### config.mk
export PLATFORM = sky130hd
export DESIGN_NAME = life_cell_stencil_stream
export DESIGN_NICKNAME = d
export VERILOG_FILES = /design/src/rtl/lcs_pkg.sv /design/src/rtl/lcs_row_store.sv /design/src/rtl/lcs_raster_ctl.sv /design/src/rtl/lcs_window_rule.sv /design/src/rtl/life_cell_stencil_stream.sv
export SDC_FILE = /design/constraint.sdc
export NUM_CORES = 2
export LEC_CHECK = 0
export BUFFER_PORTS_ARGS = -buffer_cell sky130_fd_sc_hd__buf_2
export CAP_MARGIN = 20
export CORE_ASPECT_RATIO = 1.75
export CORE_MARGIN = 2
export CORE_UTILIZATION = 41
export DETAILED_ROUTE_END_ITERATION = 10
export HOLD_SLACK_MARGIN = 0.15
export PLACE_DENSITY_LB_ADDON = 0.3
export SLEW_MARGIN = 20
export SYNTH_ARGS = -nofsm -noshare
export SYNTH_HDL_FRONTEND = slang
export SYNTH_SLANG_ARGS = --single-unit
### constraint.sdc
create_clock -name clock -period 39.6 [get_ports clock]
set_clock_uncertainty 0.1 [all_clocks]
set_input_delay 7.92 -clock clock [delete_from_list [all_inputs] [get_ports clock]]
set_output_delay 7.92 -clock clock [all_outputs]
set_load 0.05 [all_outputs]
### src/rtl/lcs_pkg.sv
`timescale 1ns / 1ps
// ----------------------------------------------------------------------------
// lcs_pkg
// Shared constants and types for the life cell stencil stream.
// ----------------------------------------------------------------------------
package lcs_pkg;

   localparam int unsigned MAX_WIDTH      = 1024;
   localparam int unsigned MAX_HEIGHT     = 4096;
   localparam int unsigned MIN_SIZE       = 3;
   localparam int unsigned COL_BITS       = $clog2(MAX_WIDTH);
   localparam int unsigned WIDTH_BITS     = 11;
   localparam int unsigned HEIGHT_BITS    = 13;
   localparam int unsigned ROW_BITS       = 13;
   localparam int unsigned CSR_INDEX_BITS = 2;
   localparam int unsigned CSR_DATA_BITS  = 13;
   localparam int unsigned WIDTH_RESET    = 800;
   localparam int unsigned HEIGHT_RESET   = 600;

   // register indexes
   localparam logic [CSR_INDEX_BITS-1:0] CSR_GRID_WIDTH  = 2'd0;
   localparam logic [CSR_INDEX_BITS-1:0] CSR_GRID_HEIGHT = 2'd1;

   // item kinds
   localparam logic KIND_CELL  = 1'b0;
   localparam logic KIND_FLUSH = 1'b1;

   // rule constants
   localparam logic [8:0] NEIGHBOUR_MASK = 9'h1EF;
   localparam logic [3:0] BIRTH_COUNT    = 4'd3;
   localparam logic [3:0] SURVIVE_COUNT  = 4'd2;

   typedef struct packed {
      logic kind;
      logic cell_alive;
   } lcs_req_type;

   typedef struct packed {
      logic next_alive;
      logic frame_end;
   } lcs_rsp_type;

   // one accepted cell on its way to the window
   typedef struct packed {
      logic [COL_BITS-1:0] col;
      logic                v;
      logic                emit;
      logic                border;
      logic                frame_end;
   } lcs_slot_type;

   typedef struct packed {
      logic                en;
      logic [COL_BITS-1:0] addr;
   } lcs_rd_type;

   // data bit 0 upper row, bit 1 middle row
   typedef struct packed {
      logic                en;
      logic [COL_BITS-1:0] addr;
      logic [1:0]          data;
   } lcs_wr_type;

endpackage

### src/rtl/lcs_row_store.sv
`timescale 1ns / 1ps
// ----------------------------------------------------------------------------
// lcs_row_store
// Two row lines held side by side in one memory, registered read.
// ----------------------------------------------------------------------------
module lcs_row_store (
   input  logic              clock,
   input  lcs_pkg::lcs_rd_type rd,
   input  lcs_pkg::lcs_wr_type wr,
   output logic [1:0]        rd_data
);

   logic [1:0] store_mem [lcs_pkg::MAX_WIDTH];
   logic [1:0] rd_data_ff;

   always_ff @(posedge clock) begin
      if (wr.en) begin
         store_mem[wr.addr] <= wr.data;
      end
      if (rd.en) begin
         rd_data_ff <= store_mem[rd.addr];
      end
   end

   assign rd_data = rd_data_ff;

endmodule

### src/rtl/lcs_raster_ctl.sv
`timescale 1ns / 1ps
// ----------------------------------------------------------------------------
// lcs_raster_ctl
// Size registers, raster counters and per-cell position decode.
// ----------------------------------------------------------------------------
module lcs_raster_ctl (
   input  logic                                 clock,
   input  logic                                 reset,
   input  logic                                 csr_we,
   input  logic [lcs_pkg::CSR_INDEX_BITS-1:0]   csr_index,
   input  logic [lcs_pkg::CSR_DATA_BITS-1:0]    csr_wdata,
   input  logic                                 accept,
   input  lcs_pkg::lcs_req_type                 req_word,
   output logic                                 slot_load,
   output lcs_pkg::lcs_slot_type                slot,
   output lcs_pkg::lcs_rd_type                  rd
);

   localparam int unsigned WB = lcs_pkg::WIDTH_BITS;
   localparam int unsigned HB = lcs_pkg::HEIGHT_BITS;
   localparam int unsigned RB = lcs_pkg::ROW_BITS;
   localparam int unsigned CB = lcs_pkg::COL_BITS;

   logic [WB-1:0] grid_width_ff,  grid_width_in;
   logic [HB-1:0] grid_height_ff, grid_height_in;
   logic [CB-1:0] in_column_ff,   in_column_in;
   logic [RB-1:0] in_row_ff,      in_row_in;

   logic [WB-1:0] w_eff;
   logic [HB-1:0] h_eff;
   logic [CB-1:0] c;
   logic [RB-1:0] r;
   logic [WB-1:0] c_next;
   logic [RB-1:0] pr;
   logic [WB-1:0] pc;
   logic          drop;
   logic          emit;
   logic          last;

   // clamped sizes
   always_comb begin
      w_eff = grid_width_ff;
      if (w_eff > WB'(lcs_pkg::MAX_WIDTH)) w_eff = WB'(lcs_pkg::MAX_WIDTH);
      if (w_eff < WB'(lcs_pkg::MIN_SIZE))  w_eff = WB'(lcs_pkg::MIN_SIZE);
      h_eff = grid_height_ff;
      if (h_eff > HB'(lcs_pkg::MAX_HEIGHT)) h_eff = HB'(lcs_pkg::MAX_HEIGHT);
      if (h_eff < HB'(lcs_pkg::MIN_SIZE))   h_eff = HB'(lcs_pkg::MIN_SIZE);
   end

   always_comb begin
      // column left beyond a narrowed row wraps first
      if (WB'(in_column_ff) >= w_eff) begin
         c = '0;
         r = in_row_ff + RB'(1);
      end else begin
         c = in_column_ff;
         r = in_row_ff;
      end

      drop = (req_word.kind == lcs_pkg::KIND_FLUSH) && (r == '0) && (c == '0);
      emit = !((r == '0) || ((r == RB'(1)) && (c == '0)));

      // emitted cell sits one row and one cell behind
      if (c != '0) begin
         pr = r - RB'(1);
         pc = WB'(c) - WB'(1);
      end else begin
         pr = r - RB'(2);
         pc = w_eff - WB'(1);
      end

      last = (pr >= RB'(h_eff)) ||
             ((pr == RB'(h_eff - HB'(1))) && (pc == w_eff - WB'(1)));

      slot.col       = c;
      slot.v         = (req_word.kind == lcs_pkg::KIND_CELL) && (r < RB'(h_eff)) &&
                       req_word.cell_alive;
      slot.emit      = emit;
      slot.border    = (pr == '0) || (pr >= RB'(h_eff - HB'(1))) ||
                       (pc == '0) || (pc == w_eff - WB'(1));
      slot.frame_end = last;

      slot_load = accept && !drop;
      rd.en     = slot_load;
      rd.addr   = c;

      c_next = WB'(c) + WB'(1);
      in_column_in = in_column_ff;
      in_row_in    = in_row_ff;
      if (slot_load) begin
         if (emit && last) begin
            in_column_in = '0;
            in_row_in    = '0;
         end else if (c_next >= w_eff) begin
            in_column_in = '0;
            in_row_in    = r + RB'(1);
         end else begin
            in_column_in = c_next[CB-1:0];
            in_row_in    = r;
         end
      end
   end

   always_comb begin
      grid_width_in  = grid_width_ff;
      grid_height_in = grid_height_ff;
      if (csr_we) begin
         case (csr_index)
            lcs_pkg::CSR_GRID_WIDTH:  grid_width_in  = csr_wdata[WB-1:0];
            lcs_pkg::CSR_GRID_HEIGHT: grid_height_in = csr_wdata[HB-1:0];
            default: ;
         endcase
      end
   end

   always_ff @(posedge clock) begin
      if (reset) begin
         grid_width_ff  <= WB'(lcs_pkg::WIDTH_RESET);
         grid_height_ff <= HB'(lcs_pkg::HEIGHT_RESET);
         in_column_ff   <= '0;
         in_row_ff      <= '0;
      end else begin
         grid_width_ff  <= grid_width_in;
         grid_height_ff <= grid_height_in;
         in_column_ff   <= in_column_in;
         in_row_ff      <= in_row_in;
      end
   end

endmodule

### src/rtl/lcs_window_rule.sv
`timescale 1ns / 1ps
// ----------------------------------------------------------------------------
// lcs_window_rule
// Row store write-back with forwarding, 3x3 window, B3/S23 rule, output word.
// ----------------------------------------------------------------------------
module lcs_window_rule (
   input  logic                  clock,
   input  logic                  reset,
   input  logic                  slot_load,
   input  lcs_pkg::lcs_slot_type slot,
   input  logic [1:0]            rd_data,
   output lcs_pkg::lcs_wr_type   wr,
   output logic                  s1_busy,
   output logic                  s1_go,
   input  logic                  rsp_ready,
   output logic                  rsp_valid,
   output lcs_pkg::lcs_rsp_type  rsp_data
);

   logic                  s1_valid_ff, s1_valid_in;
   lcs_pkg::lcs_slot_type s1_ff;
   logic                  fwd_hit_ff;
   logic [1:0]            fwd_data_ff;
   logic [8:0]            window_ff, window_in;
   logic                  rsp_valid_ff, rsp_valid_in;
   lcs_pkg::lcs_rsp_type  rsp_ff, rsp_in;

   logic [1:0] above;
   logic [3:0] count;
   logic       centre;
   logic       next;

   assign s1_go   = s1_valid_ff && (!s1_ff.emit || !rsp_valid_ff || rsp_ready);
   assign s1_busy = s1_valid_ff;

   // last write lands on the edge this read was taken
   assign above = fwd_hit_ff ? fwd_data_ff : rd_data;

   assign wr.en   = s1_go;
   assign wr.addr = s1_ff.col;
   assign wr.data = {s1_ff.v, above[1]};

   always_comb begin
      window_in = {s1_ff.v, above[1], above[0], window_ff[8:3]};
      centre    = window_in[4];
      count     = '0;
      for (int i = 0; i < 9; i++) begin
         if (lcs_pkg::NEIGHBOUR_MASK[i]) count = count + 4'(window_in[i]);
      end
      if (s1_ff.border)                      next = centre;
      else if (count == lcs_pkg::BIRTH_COUNT)   next = 1'b1;
      else if (count == lcs_pkg::SURVIVE_COUNT) next = centre;
      else                                   next = 1'b0;

      rsp_in.next_alive = next;
      rsp_in.frame_end  = s1_ff.frame_end;
   end

   always_comb begin
      if (slot_load)  s1_valid_in = 1'b1;
      else if (s1_go) s1_valid_in = 1'b0;
      else            s1_valid_in = s1_valid_ff;

      if (s1_go && s1_ff.emit) rsp_valid_in = 1'b1;
      else if (rsp_ready)      rsp_valid_in = 1'b0;
      else                     rsp_valid_in = rsp_valid_ff;
   end

   always_ff @(posedge clock) begin
      if (reset) begin
         s1_valid_ff  <= 1'b0;
         rsp_valid_ff <= 1'b0;
         window_ff    <= '0;
      end else begin
         s1_valid_ff  <= s1_valid_in;
         rsp_valid_ff <= rsp_valid_in;
         if (s1_go) window_ff <= window_in;
      end
   end

   always_ff @(posedge clock) begin
      if (slot_load) begin
         s1_ff       <= slot;
         fwd_hit_ff  <= s1_go && (slot.col == s1_ff.col);
         fwd_data_ff <= {s1_ff.v, above[1]};
      end
      if (s1_go && s1_ff.emit) rsp_ff <= rsp_in;
   end

   assign rsp_valid = rsp_valid_ff;
   assign rsp_data  = rsp_ff;

endmodule

### src/rtl/life_cell_stencil_stream.sv
`timescale 1ns / 1ps
// ----------------------------------------------------------------------------
// life_cell_stencil_stream
// Streaming next-generation engine for the B3/S23 cellular automaton.
// ----------------------------------------------------------------------------
// One cell word is taken per clock while the result side keeps up; the rate
// is set by the row store, a single memory that is read at most once and
// written at most once per cycle. A cell word passes the column decode and
// the memory read on its accepting edge, then the window and rule stage into
// the output register once the window stage moves on. Results trail the
// input stream by one row plus one cell: after the last cell of a frame,
// width + 1 flush words push the pending cells out, the last one marked
// frame_end. The row store has no clearing pass; the first two rows of the
// first frame only feed border cells. The user must write sizes through
// csr_ only while the stream is quiet; the block itself does not enforce it.
// ----------------------------------------------------------------------------
module life_cell_stencil_stream (
   input  logic                               clock,
   input  logic                               reset,
   // cell words in
   input  logic                               req_valid,
   output logic                               req_ready,
   input  lcs_pkg::lcs_req_type               req_data,
   // result words out
   output logic                               rsp_valid,
   input  logic                               rsp_ready,
   output lcs_pkg::lcs_rsp_type               rsp_data,
   // size registers
   input  logic                               csr_we,
   input  logic [lcs_pkg::CSR_INDEX_BITS-1:0] csr_index,
   input  logic [lcs_pkg::CSR_DATA_BITS-1:0]  csr_wdata
);

   logic                  accept;
   logic                  slot_load;
   lcs_pkg::lcs_slot_type slot;
   lcs_pkg::lcs_rd_type   rd;
   lcs_pkg::lcs_wr_type   wr;
   logic [1:0]            rd_data;
   logic                  s1_busy;
   logic                  s1_go;

   // window stage free, or moving on this cycle
   assign req_ready = !s1_busy || s1_go;
   assign accept    = req_valid && req_ready;

   // sizes, raster position and border / frame end decode
   lcs_raster_ctl u_raster_ctl (
      .clock     (clock),
      .reset     (reset),
      .csr_we    (csr_we),
      .csr_index (csr_index),
      .csr_wdata (csr_wdata),
      .accept    (accept),
      .req_word  (req_data),
      .slot_load (slot_load),
      .slot      (slot),
      .rd        (rd)
   );

   // the two rows above the incoming column
   lcs_row_store u_row_store (
      .clock   (clock),
      .rd      (rd),
      .wr      (wr),
      .rd_data (rd_data)
   );

   // window shift, neighbour count and output register
   lcs_window_rule u_window_rule (
      .clock     (clock),
      .reset     (reset),
      .slot_load (slot_load),
      .slot      (slot),
      .rd_data   (rd_data),
      .wr        (wr),
      .s1_busy   (s1_busy),
      .s1_go     (s1_go),
      .rsp_ready (rsp_ready),
      .rsp_valid (rsp_valid),
      .rsp_data  (rsp_data)
   );

endmodule

==> flow_summary.toml <==
[pwr]
power_density_mw_per_mm2 = 51.2
seq_power_share_pct = 49.0
combPwrFrac_pct = 14.5
swShare_pct = 26.9
p_clk_share_pct = 36.5
internal-power_uw = 3810
ir_drop_mv = 0.0362
p_leak_uw = 0.0310
switchingPower_uw = 1400

[yosys]
synth-main-ff-cell = "edfxtp_1"
syn_area_mm2 = 0.0917
synth_edf_count = 2069
synth_cell_types = 101
synth_seq_cells = 2124
synth_most_common_cell = "edfxtp_1"
synthTopCellsByArea = "edfxtp_1, nor2_1, mux2i_1"
ys_warn_count = 0
synth_top_area_share_pct = 67.8
syn-num-nets = 7161
ys_seq_area_share_pct = 69.0
yosys.area.top_type = "edfxtp_1"
syn_inst = 7063
avgSynthCellArea_um2 = 13.0
synth-async-reset-ratio_pct = 0
yosys-top-cells-count = "edfxtp_1, nor2_1, nand2_1"

[global_routing]
use_met2_pct = 49.3
grt_usage_pct = 29.9
grt_use_met1_pct = 32.0
grt_pass1_wl_mm = 481
busiest_layer = "met2"
antenna_found_initial = 29
grt_pass1_vias = 65000
grt-ovfl-total = 0
met3_usage_pct = 6.31
grt_max_degree = 235

[finish]
nNetsFinal = 7048
syn2layout_area_growth_pct = 10.9
stdcell_count = 9986
fill_cells = 19800
drive_gt1_share_pct = 11.2

[drt]
drc = 0
routedWlPerCell_um = 34.9
dr_total_vias = 65700
wl_mm = 348
antenna_left = 0
via_per_inst = 6.58
drtPass1Iterations = 9
drt_first_iter_violations = 9898

[critical_path]
crit_fanout = 3
crit_path_start_kind = "primary input"
cp.required_ps = 31580
endpoint_kind = "output port"
path_class = "in -> out"
arrival_ps = 8590

[cts]
cts_buffer_depth = 4
cts_tree = "done"
root_buffer = "clkbuf_16"
htree_num_levels = 4
cts-hold-fix-buffers = 0
cts_num_sinks = 2124
cts_resized = 0
cts_buffers = 189
clk_latency_ps = 870
cts_setup_buffers = 0
clk_pin_slew_ps = 70

[min_path]
hp-class = "reg -> reg"

[timing]
max_freq_ghz = 0.0602
finalHoldViolCount = 0
finalCriticalPeriod_ps = 16610
relSlewSlack_pct = 14.9
slew_viol_final = 0
period_share_pct = 42.0
timing.final.ws_setup_ps = 22990
rsz0062_at_grt = "false"
setup_violations = 0
tightest_slew_ps = 1260
setup_tns_ps = 0
holdWs_ps = 320

[floorplan]
initial_core_util_pct = 41.2
die_w_um = 361
die_h_um = 630
core_area_mm2 = 0.222
dieArea_mm2 = 0.228
fp-row-count = 229
ioPinCount = 26

[placed_design]
numPortBuffers = 25
hpwl_mm = 210
gp_congestion = 0.947
dp.cells = 9644
pre_cts_ws_ps = 22980

[job]
drv_cap = 0

[outcome]
status = "completed"
per-layer routing:
| layer | vias up | part of all wire [%] |
|---|---|---|
| met2 | 4698 | 47 |
| met3 | 1510 | 10 |
| met1 | 32800 | 31 |
| met5 | - | 0.040 |
| li1 | 26600 | - |
| met4 | 14 | 11 |
stage by stage:
step / util [%] / total power (uW) / instance area, um2
final: 45.7 / 5210 / 102000
after global routing: 45.7 / 5310 / 102000
after CTS: 45.7 / 5190 / 102000
after detailed placement: 42.9 / 3330 / 95400
after global placement: 42.9 / 3320 / 95400
after floorplan: - / 3120 / 91700
logic make-up (layout without fill, tap and decap cells):
logic type	count (synthesis)	in the layout	share of synthesized area, %
adder cells (fa/ha/maj)	76	76	1.07
AND/OR/NAND/NOR	2274	2274	10.5
buffers and inverters	636	658	2.76
AO/OA/AOI/OAI	1543	1543	11.3
multiplexers	345	345	4.63
other	0	14	0
XOR/XNOR	65	65	0.674
flip-flops	2124	2124	69.0
layout by cell type, fill, tap and decap left out, types with 72 or more instances in the layout:
| cell | count |
|---|---|
| a211oi_1 | 83 |
| a21oi_1 | 330 |
| a221oi_1 | 84 |
| a31oi_1 | 81 |
| buf_4 | 228 |
| clkbuf_16 | 194 |
| edfxtp_1 | 2069 |
| ha_1 | 72 |
| mux2i_1 | 218 |
| nand2_1 | 420 |
| nand3_1 | 95 |
| nor2_1 | 1286 |
| nor3_1 | 122 |
| o21ai_0 | 284 |
| o221ai_1 | 91 |
| o22ai_1 | 186 |
final cells by class:
class                   instances  area [um2]  area share [%]
flip-flops and latches       2124       63200            62.2
multi-input cells            4303       26400            25.9
clock buffers                 228        4980            4.90
well taps                    2887        3610            3.55
repair buffers                262        2000            1.97
clock inverters                98        1180            1.16
inverters                      70         282           0.277
diodes                         14        35.0          0.0344
worst paths after layout:
kind,startpoint,slack (ps),cells after the start,end
worst max-delay path,rsp_ready,22990,4,req_ready
worst min-delay path,u_window_rule.rsp_in[0]$_DFFE_PP_,320,0,u_window_rule.rsp_data[0]$_DFFE_PP_
worst max register to register,u_raster_ctl.grid_width_ff[2]$_SDFFE_PP0P_,30730,19,u_row_store.rd_data[0]$_DFFE_PP_
worst min register to register,u_window_rule.rsp_in[0]$_DFFE_PP_,320,0,u_window_rule.rsp_data[0]$_DFFE_PP_
registers in the layout, summed over array words and instances (netlist names):
register	flops
u_window_rule.fwd_data_ff	2
u_window_rule.s1_ff	2
u_row_store.rd_data	2
u_row_store.store_mem	2048
u_window_rule.rsp_valid	1
u_raster_ctl.in_row_ff	13
u_window_rule.wr	11
u_window_rule.window_ff	6
u_raster_ctl.in_column_ff	10
u_raster_ctl.grid_height_ff	13
u_raster_ctl.grid_width_ff	11
u_window_rule.rsp_in	1
u_window_rule.s1_busy	1
u_window_rule.fwd_hit_ff	1
u_window_rule.rsp_data	2
power by group through the flow:
stage	combinational (uW)	clock [uW]	sequential (uW)
floorplan	407	0	2710
global placement	722	0	2600
detailed placement	729	0	2600
CTS	731	1900	2550
global route	779	1980	2550
finish	756	1900	2550
critical path, stage by stage:
cell	delay (ps)
buf_2	100
nor2b_1	190
nand3_1	150
buf_2	240
Note: power is estimated with default switching activity, not from simulation.
